==> src/design/pkhm_pkg.sv <==
// ----------------------------------------------------------------------------
// pkhm_pkg
// Shared constants, codes and types of the point key hash multimap.
// ----------------------------------------------------------------------------
package pkhm_pkg;

  // Table geometry (BUCKETS is a power of two: the bucket is the low hash bits)
  localparam int BUCKETS   = 1024;
  localparam int CAPACITY  = 1024;
  localparam int COORD_W   = 32;

  localparam int BKT_W     = $clog2(BUCKETS);
  localparam int IDX_W     = $clog2(CAPACITY);
  localparam int PTR_W     = $clog2(CAPACITY + 1);   // holds the null link too
  localparam int KEY_W     = 3 * COORD_W;
  localparam int VALUE_W   = 32;
  localparam int HASH_W    = 32;
  localparam int COUNT_W   = 11;                     // result field width

  localparam logic [PTR_W-1:0] NIL = PTR_W'(CAPACITY);

  // Hash multipliers, one per axis
  localparam int NUM_AXES  = 3;
  localparam int MUL_W     = 15;
  localparam logic [MUL_W-1:0] HASH_MUL [NUM_AXES] = '{15'd18397, 15'd20483, 15'd29303};

  // Operation codes
  localparam logic [1:0] FN_INSERT = 2'd0;
  localparam logic [1:0] FN_SEARCH = 2'd1;
  localparam logic [1:0] FN_DELETE = 2'd2;

  // Token passed along the hash cells
  typedef struct packed {
    logic              valid;
    logic [HASH_W-1:0] acc;
  } hash_tok_t;

endpackage

==> src/design/pkhm_cell.sv <==
// ----------------------------------------------------------------------------
// pkhm_cell
// One hash cell: adds its coordinate times its multiplier to the running
// sum and hands the token to the next cell.
// ----------------------------------------------------------------------------
module pkhm_cell import pkhm_pkg::*; (
  input  logic               clk,
  input  logic               rst_n,
  input  hash_tok_t          tok_i,
  input  logic [COORD_W-1:0] coord_i,
  input  logic [MUL_W-1:0]   mul_i,
  output hash_tok_t          tok_o
);

  logic [HASH_W-1:0] coord_ext;
  logic [HASH_W-1:0] prod;
  logic              valid_r;
  logic [HASH_W-1:0] acc_r;
  logic [HASH_W-1:0] acc_nxt;

  // sign-extend, multiply, accumulate (wraps at HASH_W bits)
  assign coord_ext = HASH_W'(signed'(coord_i));
  assign prod      = coord_ext * HASH_W'(mul_i);
  assign acc_nxt   = tok_i.acc + prod;

  // token valid
  always_ff @(posedge clk) begin
    if (!rst_n) begin
      valid_r <= 1'b0;
    end else begin
      valid_r <= tok_i.valid;
    end
  end

  // partial sum
  always_ff @(posedge clk) begin
    acc_r <= acc_nxt;
  end

  assign tok_o = '{valid: valid_r, acc: acc_r};

endmodule

==> config.mk <==
export PLATFORM = sky130hd
export DESIGN_NAME = pkhm_cell
export DESIGN_NICKNAME = d
export VERILOG_FILES = /design/src/design/pkhm_pkg.sv /design/src/design/pkhm_cell.sv
export SDC_FILE = /design/constraint.sdc
export NUM_CORES = 1
export LEC_CHECK = 0
export ABC_AREA = 1
export BUFFER_PORTS_ARGS = -buffer_cell sky130_fd_sc_hd__buf_2
export CORE_UTILIZATION = 40
export DETAILED_ROUTE_END_ITERATION = 8
export PLACE_DENSITY_LB_ADDON = 0.2
export SLEW_MARGIN = 15
export SYNTH_ARGS = -nofsm -noshare
export SYNTH_HDL_FRONTEND = slang
export SYNTH_SLANG_ARGS = --single-unit
==> constraint.sdc <==
create_clock -name clk -period 7.4 [get_ports clk]
set_input_delay 1.48 -clock clk [delete_from_list [all_inputs] [get_ports clk]]
set_output_delay 1.48 -clock clk [all_outputs]
set_load 0.1 [all_outputs]
Word level (Yosys, flattened, before mapping)
Index checks and enable logic that the tools add are counted.
{ "totals": {"regBits": 33, "in_bits": 82, "word_cells": 4} }
{ "op_classes": {"addsub": 1, "mul": 1} }
{ "op_table": {"columns": ["cell", "n"], "rows": [
  ["adder 32 bit", 1],
  ["multiplier 32 x 15 -> 32 bit", 1]
]} }

Logic depth before layout (Yosys ltp)
Gate-level depths: netlist of the first run.
{ "logic_depth": {"depth_word": 2, "depth_mapped": 30, "ltp_nobuf": 28} }

Worst setup path before layout of the first run
OpenSTA, ideal clock, no wires.
{ "synth_path": {"kind": "input port to flip-flop", "start": "input port mul_i[2]", "end": "register acc_r[31]", "setup_time_ns": 0.112, "arrival_time_ns": 6.365, "required_time_ns": 7.288, "path_slack_ns": 0.923, "stages": 24, "n_path_buf": 2, "cell_sequence": "clkbuf_1 -> clkbuf_1 -> nand2_1 -> fa_1 -> fa_1 -> inv_1 -> fa_1 -> fa_1 -> fa_1 -> inv_1 -> fa_1 -> inv_1 -> ha_1 -> nand2_2 -> nor2_2 -> inv_2 -> nor3_2 -> nand2_1 -> nand2_2 -> nand3b_1 -> o211ai_1 -> inv_1 -> nand2_1 -> nand2_1"} }
{ "synth_via": {"elab_chain_len": 2} }
{ "synth_rtl": {"columns": ["item", "line", "text"], "rows": [
  ["start: declaration", "pkhm_cell.sv:11", "input logic [MUL_W-1:0] mul_i,"],
  ["multiplier 32 x 15 -> 32 bit", "pkhm_cell.sv:23", "assign prod = coord_ext * HASH_W'(mul_i);"],
  ["adder 32 bit", "pkhm_cell.sv:24", "assign acc_nxt = tok_i.acc + prod;"],
  ["named net acc_nxt[31]", "pkhm_cell.sv:19", "logic [HASH_W-1:0] acc_nxt;"],
  ["end signal: assignment", "pkhm_cell.sv:37", "acc_r <= acc_nxt;"],
  ["end: declaration", "pkhm_cell.sv:18", "logic [HASH_W-1:0] acc_r;"]
]} }
The timed path passes the listed nets, and every way through them passes these cells.
A chain may end at the register's enable or synchronous reset.

Worst setup path in the final report of the first run
{ "layout_path": {"start": "input port mul_i[5]", "end": "register acc_r[27]"} }
Same word-level chain as after synthesis.

==> results of run 1 <==
## routing by layer
layer,vias to the layer above,wire (µm),part of all wire
met5,-,0,0
met3,31,1531,0.042
met2,272,19580,0.54
met1,5353,14640,0.40
li1,4929,-,-
met4,0,518,0.014
## metrics by stage
stage	util	cell area, µm²
after floorplan	-	13220
after global placement	0.4371	14220
after detailed placement	0.4371	14220
after CTS	0.4415	14370
after global routing	0.4415	14370
final	0.4415	14370
## path summary, 6_finish.rpt
check | from | depth (start not counted) | slack (ns) | to
max | mul_i[5] | 21 | 0.56 | acc_r[27]
min | tok_i[32] | 3 | 1.37 | valid_r
## layout make-up
type                       count  share of cell area
clock buffer                   5            0.008710
timing repair buffer         133             0.05052
clock inverter                 3            0.001219
tap                          442             0.03850
multi-input combinational   1071              0.7087
inverter                     560              0.1463
sequential                    33             0.04599
## tightest hold or removal path: cells and delay by family
kind / cells / cell delay [ns]
buffers and inverters: 2 / 0.11
and+or+nand+nor: 1 / 0.04
## cell usage after synthesis, drive strengths merged
cell type    n
inv        560
nand2      505
fa         318
ha          66
clkbuf      49
nor2        36
a21oi       34
dfxtp       33
nand3       30
xor2        20
o21ai       19
buf         18
nor3         7
xnor2        7
a31oi        6
nand3b       6
nand4        6
o211ai       3
o21bai       3
a21o         2
o21a         2
o211a        1
## state kept, by name, indices dropped and copies added (netlist names)
signal,flops
valid_r,1
acc_r,32
## layout by cell type, fill, tap and decap left out, types with 4 or more instances in the layout
| cell | n |
|---|---|
| dfxtp_1 | 33 |
| clkbuf_16 | 5 |
| buf_4 | 18 |
| buf_2 | 114 |
| a31oi_1 | 6 |
| nand2_2 | 7 |
| xnor2_1 | 7 |
| nand3_1 | 30 |
| nand3b_1 | 6 |
| ha_1 | 66 |
| fa_1 | 318 |
| a21oi_1 | 33 |
| nand2_1 | 498 |
| inv_2 | 4 |
| nor3_2 | 4 |
| o21ai_0 | 15 |
| nor2_1 | 34 |
| xor2_1 | 20 |
| inv_1 | 556 |
| nand4_1 | 6 |
## logic make-up (layout without fill, tap and decap cells)
logic type	count (synthesis)	in the layout	share of synthesized area
AOI/OAI and AO/OA	70	70	0.03115
xor gates and xnor gates	27	27	0.01789
adders and majority gates	384	384	0.5442
buffers and inverters	627	701	0.1796
DFF	33	33	0.04999
and+or+nand+nor	590	590	0.1771
==> results.ini, run 1 <==
[flow_run]
maxCapViolations = 0

[setup_path]
worstPathRequired_ns = 7.62
crit_chain = buf_2 -> buf_4 -> nand2_1 -> fa_1 -> inv_1 -> fa_1 -> inv_1 -> fa_1 -> inv_1 -> fa_1 -> fa_1 -> inv_1 -> fa_1 -> inv_1 -> ha_1 -> a21oi_1 -> o21ai_0 -> a21oi_1 -> nand3_1 -> a21oi_1 -> xnor2_1
worst_ep_arrival_time_ns = 7.07
critPathBufInv = 7
setup.worst_path.start_class = primary input
cpPeakStageDelay_ns = 0.50
slowest_stage = fa_1
crit_family = adder cells
cp-end-kind = flop
crit_fanout = 18
path_class = primary input to flop
cp_common_cell = fa_1

[yosys]
ys_ff_latch = 33
yosysTopAreaCell = fa_1
syn_area_um2 = 13220
yosysWarnings = 0
syn_nets = 2197
synth_area_leaders = fa_1 48%, inv_1 16%, nand2_1 14%
ys_types = 34
seq_area_frac_synth = 0.04999
avgSynthCellArea_um2 = 7.634
synthCells = 1731
synth_top_area_frac = 0.4817

[timing]
worst_pin_slew_ns = 0.6475
max_freq_mhz = 146.1
min_period_over_period = 0.9250
rsz0062_at_grt = false
slew_headroom = 0.5683
hold_ws_ns = 1.370
tns_ns = 0
setup_viol = 0
hold_viol_final = 0
setup_slack_ns = 0.5551
drv_slew = 0
fin_crit_ns = 6.845

[cts]
cts_tree = built
clockRootBuffer = clkbuf_16
h-tree-depth = 2
cts_buffers = 5
clock_path_buffers = 2
cts_resized = 0
hold_buffers = 0
cts_setup_buffers = 0
clk_pin_slew_ns = 0.06
cts.sinks = 33

[grt]
grt_pass1_vias = 11430
grt-busiest-layer = met2
grtUsageMet3 = 0.01922
grt_use_met2 = 0.4320
grt_overflow = 0
grt.met1_usage = 0.2818
grt_first_pass_wirelength_um = 59290
grt_usage = 0.2276
grt_max_degree = 26
grt_antenna_before_repair = 0

[detailed_routing]
wirelength_um = 36270
drt_iter0_drc = 476
via_count = 10590
vias_per_cell = 4.711
ant_nets = 0
remaining_drc_errors = 0
wl_per_cell_um = 16.14
dr.pass1.iters = 5

[die]
io_pins = 115
initial_core_util = 0.4062
dieHeight_um = 183.8
core_um2 = 32540
die_area_um2 = 33770
num_rows = 66
die_w_um = 183.8

[placement]
portBuffers = 114
gp_congestion = 0.8790
placed_cells = 2239
dp_hpwl_um = 30600
dpl_worst_slack_ns = 0.2613

[min_path]
hold_path.class = primary input to flop

[final_layout]
regArea_um2 = 660.6
drive_gt1_frac = 0.08975
nNetsFinal = 2270
nFillCells = 3441
final_cells = 2247
diodes = 0
multi_input_area_um2 = 10180
syn2layout_area_growth_pct = 8.701

[run_status]
status = finished, final reports clean

Power of run 1 is not shown: default switching activity piles up to over one toggle a cycle in this logic, so the estimate is an artifact.
==> inputs of run 2 (changes only) <==
==> constraint.sdc (replaced) <==
create_clock -name clk -period 8.9 [get_ports clk]
set_input_delay 1.78 -clock clk [delete_from_list [all_inputs] [get_ports clk]]
set_output_delay 1.78 -clock clk [all_outputs]
set_load 0.1 [all_outputs]
==> run 2 against run 1 <==
Net effect: hold slack improved by 0.31 ns; sequential share of layout area is essentially flat; flip-flop and latch count unchanged; wire length shrank 1.9%; via count shrank 1.2%; critical path type unchanged; critical endpoint is now acc_r[31]; highest routed layer unchanged.
==> results.ini, run 2 (same netlist as run 1, synthesis figures left out) <==
[run_status]
status = finished, final reports clean

[setup_path]
cp-end-kind = flop
critPathBufInv = 6
crit_family = adder cells
slowest_stage = buf_2
worstPathRequired_ns = 9.04
cp_common_cell = fa_1
path_class = primary input to flop
crit_chain = buf_2 -> nand2_1 -> fa_1 -> fa_1 -> inv_1 -> fa_1 -> fa_1 -> fa_1 -> inv_1 -> fa_1 -> inv_1 -> ha_1 -> nand2_1 -> nor2_2 -> inv_2 -> nor3_2 -> nand2_1 -> nand2_2 -> nand3b_1 -> o211ai_1 -> inv_1 -> nand2_1 -> nand2_1
cpPeakStageDelay_ns = 0.63
worst_ep_arrival_time_ns = 7.61
setup.worst_path.start_class = primary input
crit_start = mul_i[0]
crit_fanout = 33

[placement]
dp_hpwl_um = 29210
portBuffers = 114
gp_congestion = 0.8642
placed_cell_area_um2 = 14070

[final_layout]
largest-register = acc_r
nNetsFinal = 2251
fin_area_um2 = 14240
drive_gt1_frac = 0.07951
top_regs = acc_r x32, valid_r x1
mostFrequentLayoutCells = 556 x inv_1, 498 x nand2_1, 318 x fa_1
syn2layout_area_growth_pct = 7.773
mostFrequentLayoutCell = inv_1
largest_reg_flops = 32

[cts]
cts_buffers = 5
cts_resized = 0
cts_tree = built
cts.sinks = 33
clockRootBuffer = clkbuf_16
h-tree-depth = 2
clock_path_buffers = 2
cts_setup_buffers = 0
clk_pin_slew_ns = 0.05
hold_buffers = 0

[detailed_routing]
drt_iter0_drc = 483
wirelength_um = 35570
wl_per_cell_um = 15.96
via_count = 10460
remaining_drc_errors = 0
vias_per_cell = 4.693
dr.pass1.iters = 5
ant_nets = 0

[timing]
fin_crit_ns = 7.468
drv_slew = 0
setup_viol = 0
tns_ns = 0
rsz0062_at_grt = false
min_period_over_period = 0.8391
worst_pin_slew_ns = 0.8407
hold_viol_final = 0
max_freq_mhz = 133.9
slew_headroom = 0.4395

[grt]
grt_overflow = 0
grt_max_degree = 34
grt_pass1_vias = 11380
grt_first_pass_wirelength_um = 58390
grt_antenna_before_repair = 1
grt_usage = 0.2249

[die]
io_pins = 115
core_um2 = 32540
die_area_um2 = 33770
die_w_um = 183.8
initial_core_util = 0.4062
num_rows = 66
dieHeight_um = 183.8

[min_path]
hold_path.class = primary input to flop
holdCritStartpoint = tok_i[32]

[flow_run]
maxCapViolations = 0

==> run 2: changes by cell type in the layout (fill, tap and decap cells not counted) <==
cell,previous run,this run
clkinv_2,2,0
buf_12,1,0
clkbuf_8,0,1
bufinv_16,0,1
diode_2,0,1
clkbuf_1,0,1
clkinvlp_4,1,0
buf_4,18,0
==> run 2: path summary, 6_finish.rpt <==
| check | to | slack (ns) | cells past startpoint |
|---|---|---|---|
| min | valid_r | 1.68 | 3 |
| max | acc_r[31] | 1.43 | 23 |
==> run 2: per-stage QoR <==
stage          setup WS [ns]  hold slack, ns  std cells    util
2_1_floorplan          2.123           1.873       1731       -
3_3_place_gp           1.180           1.955       2220  0.4324
3_5_place_dp           1.086           1.963       2220  0.4324
4_1_cts                1.382           1.674       2228  0.4377
5_1_grt                1.069           1.724       2228  0.4377
6_report               1.432           1.681       2229  0.4377
==> run 2: per-layer routing <==
metal,GRT usage,share of wire
met2,0.4214,0.53
met3,0.02239,0.046
met5,0,0
met4,0.04833,0.020
met1,0.2771,0.40
==> run 2: final cells by class <==
cell class | count | area, µm²
diodes | 1 | 2.502
multi-input cells | 1071 | 10180
inverters | 560 | 2102
repair buffers | 114 | 570.5
clock inverters | 1 | 30.03
fillers | 3418 | 18290
flip-flops and latches | 33 | 660.6
well taps | 442 | 553.0
clock buffers | 7 | 142.6
Power of run 2 is left out for the same reason.
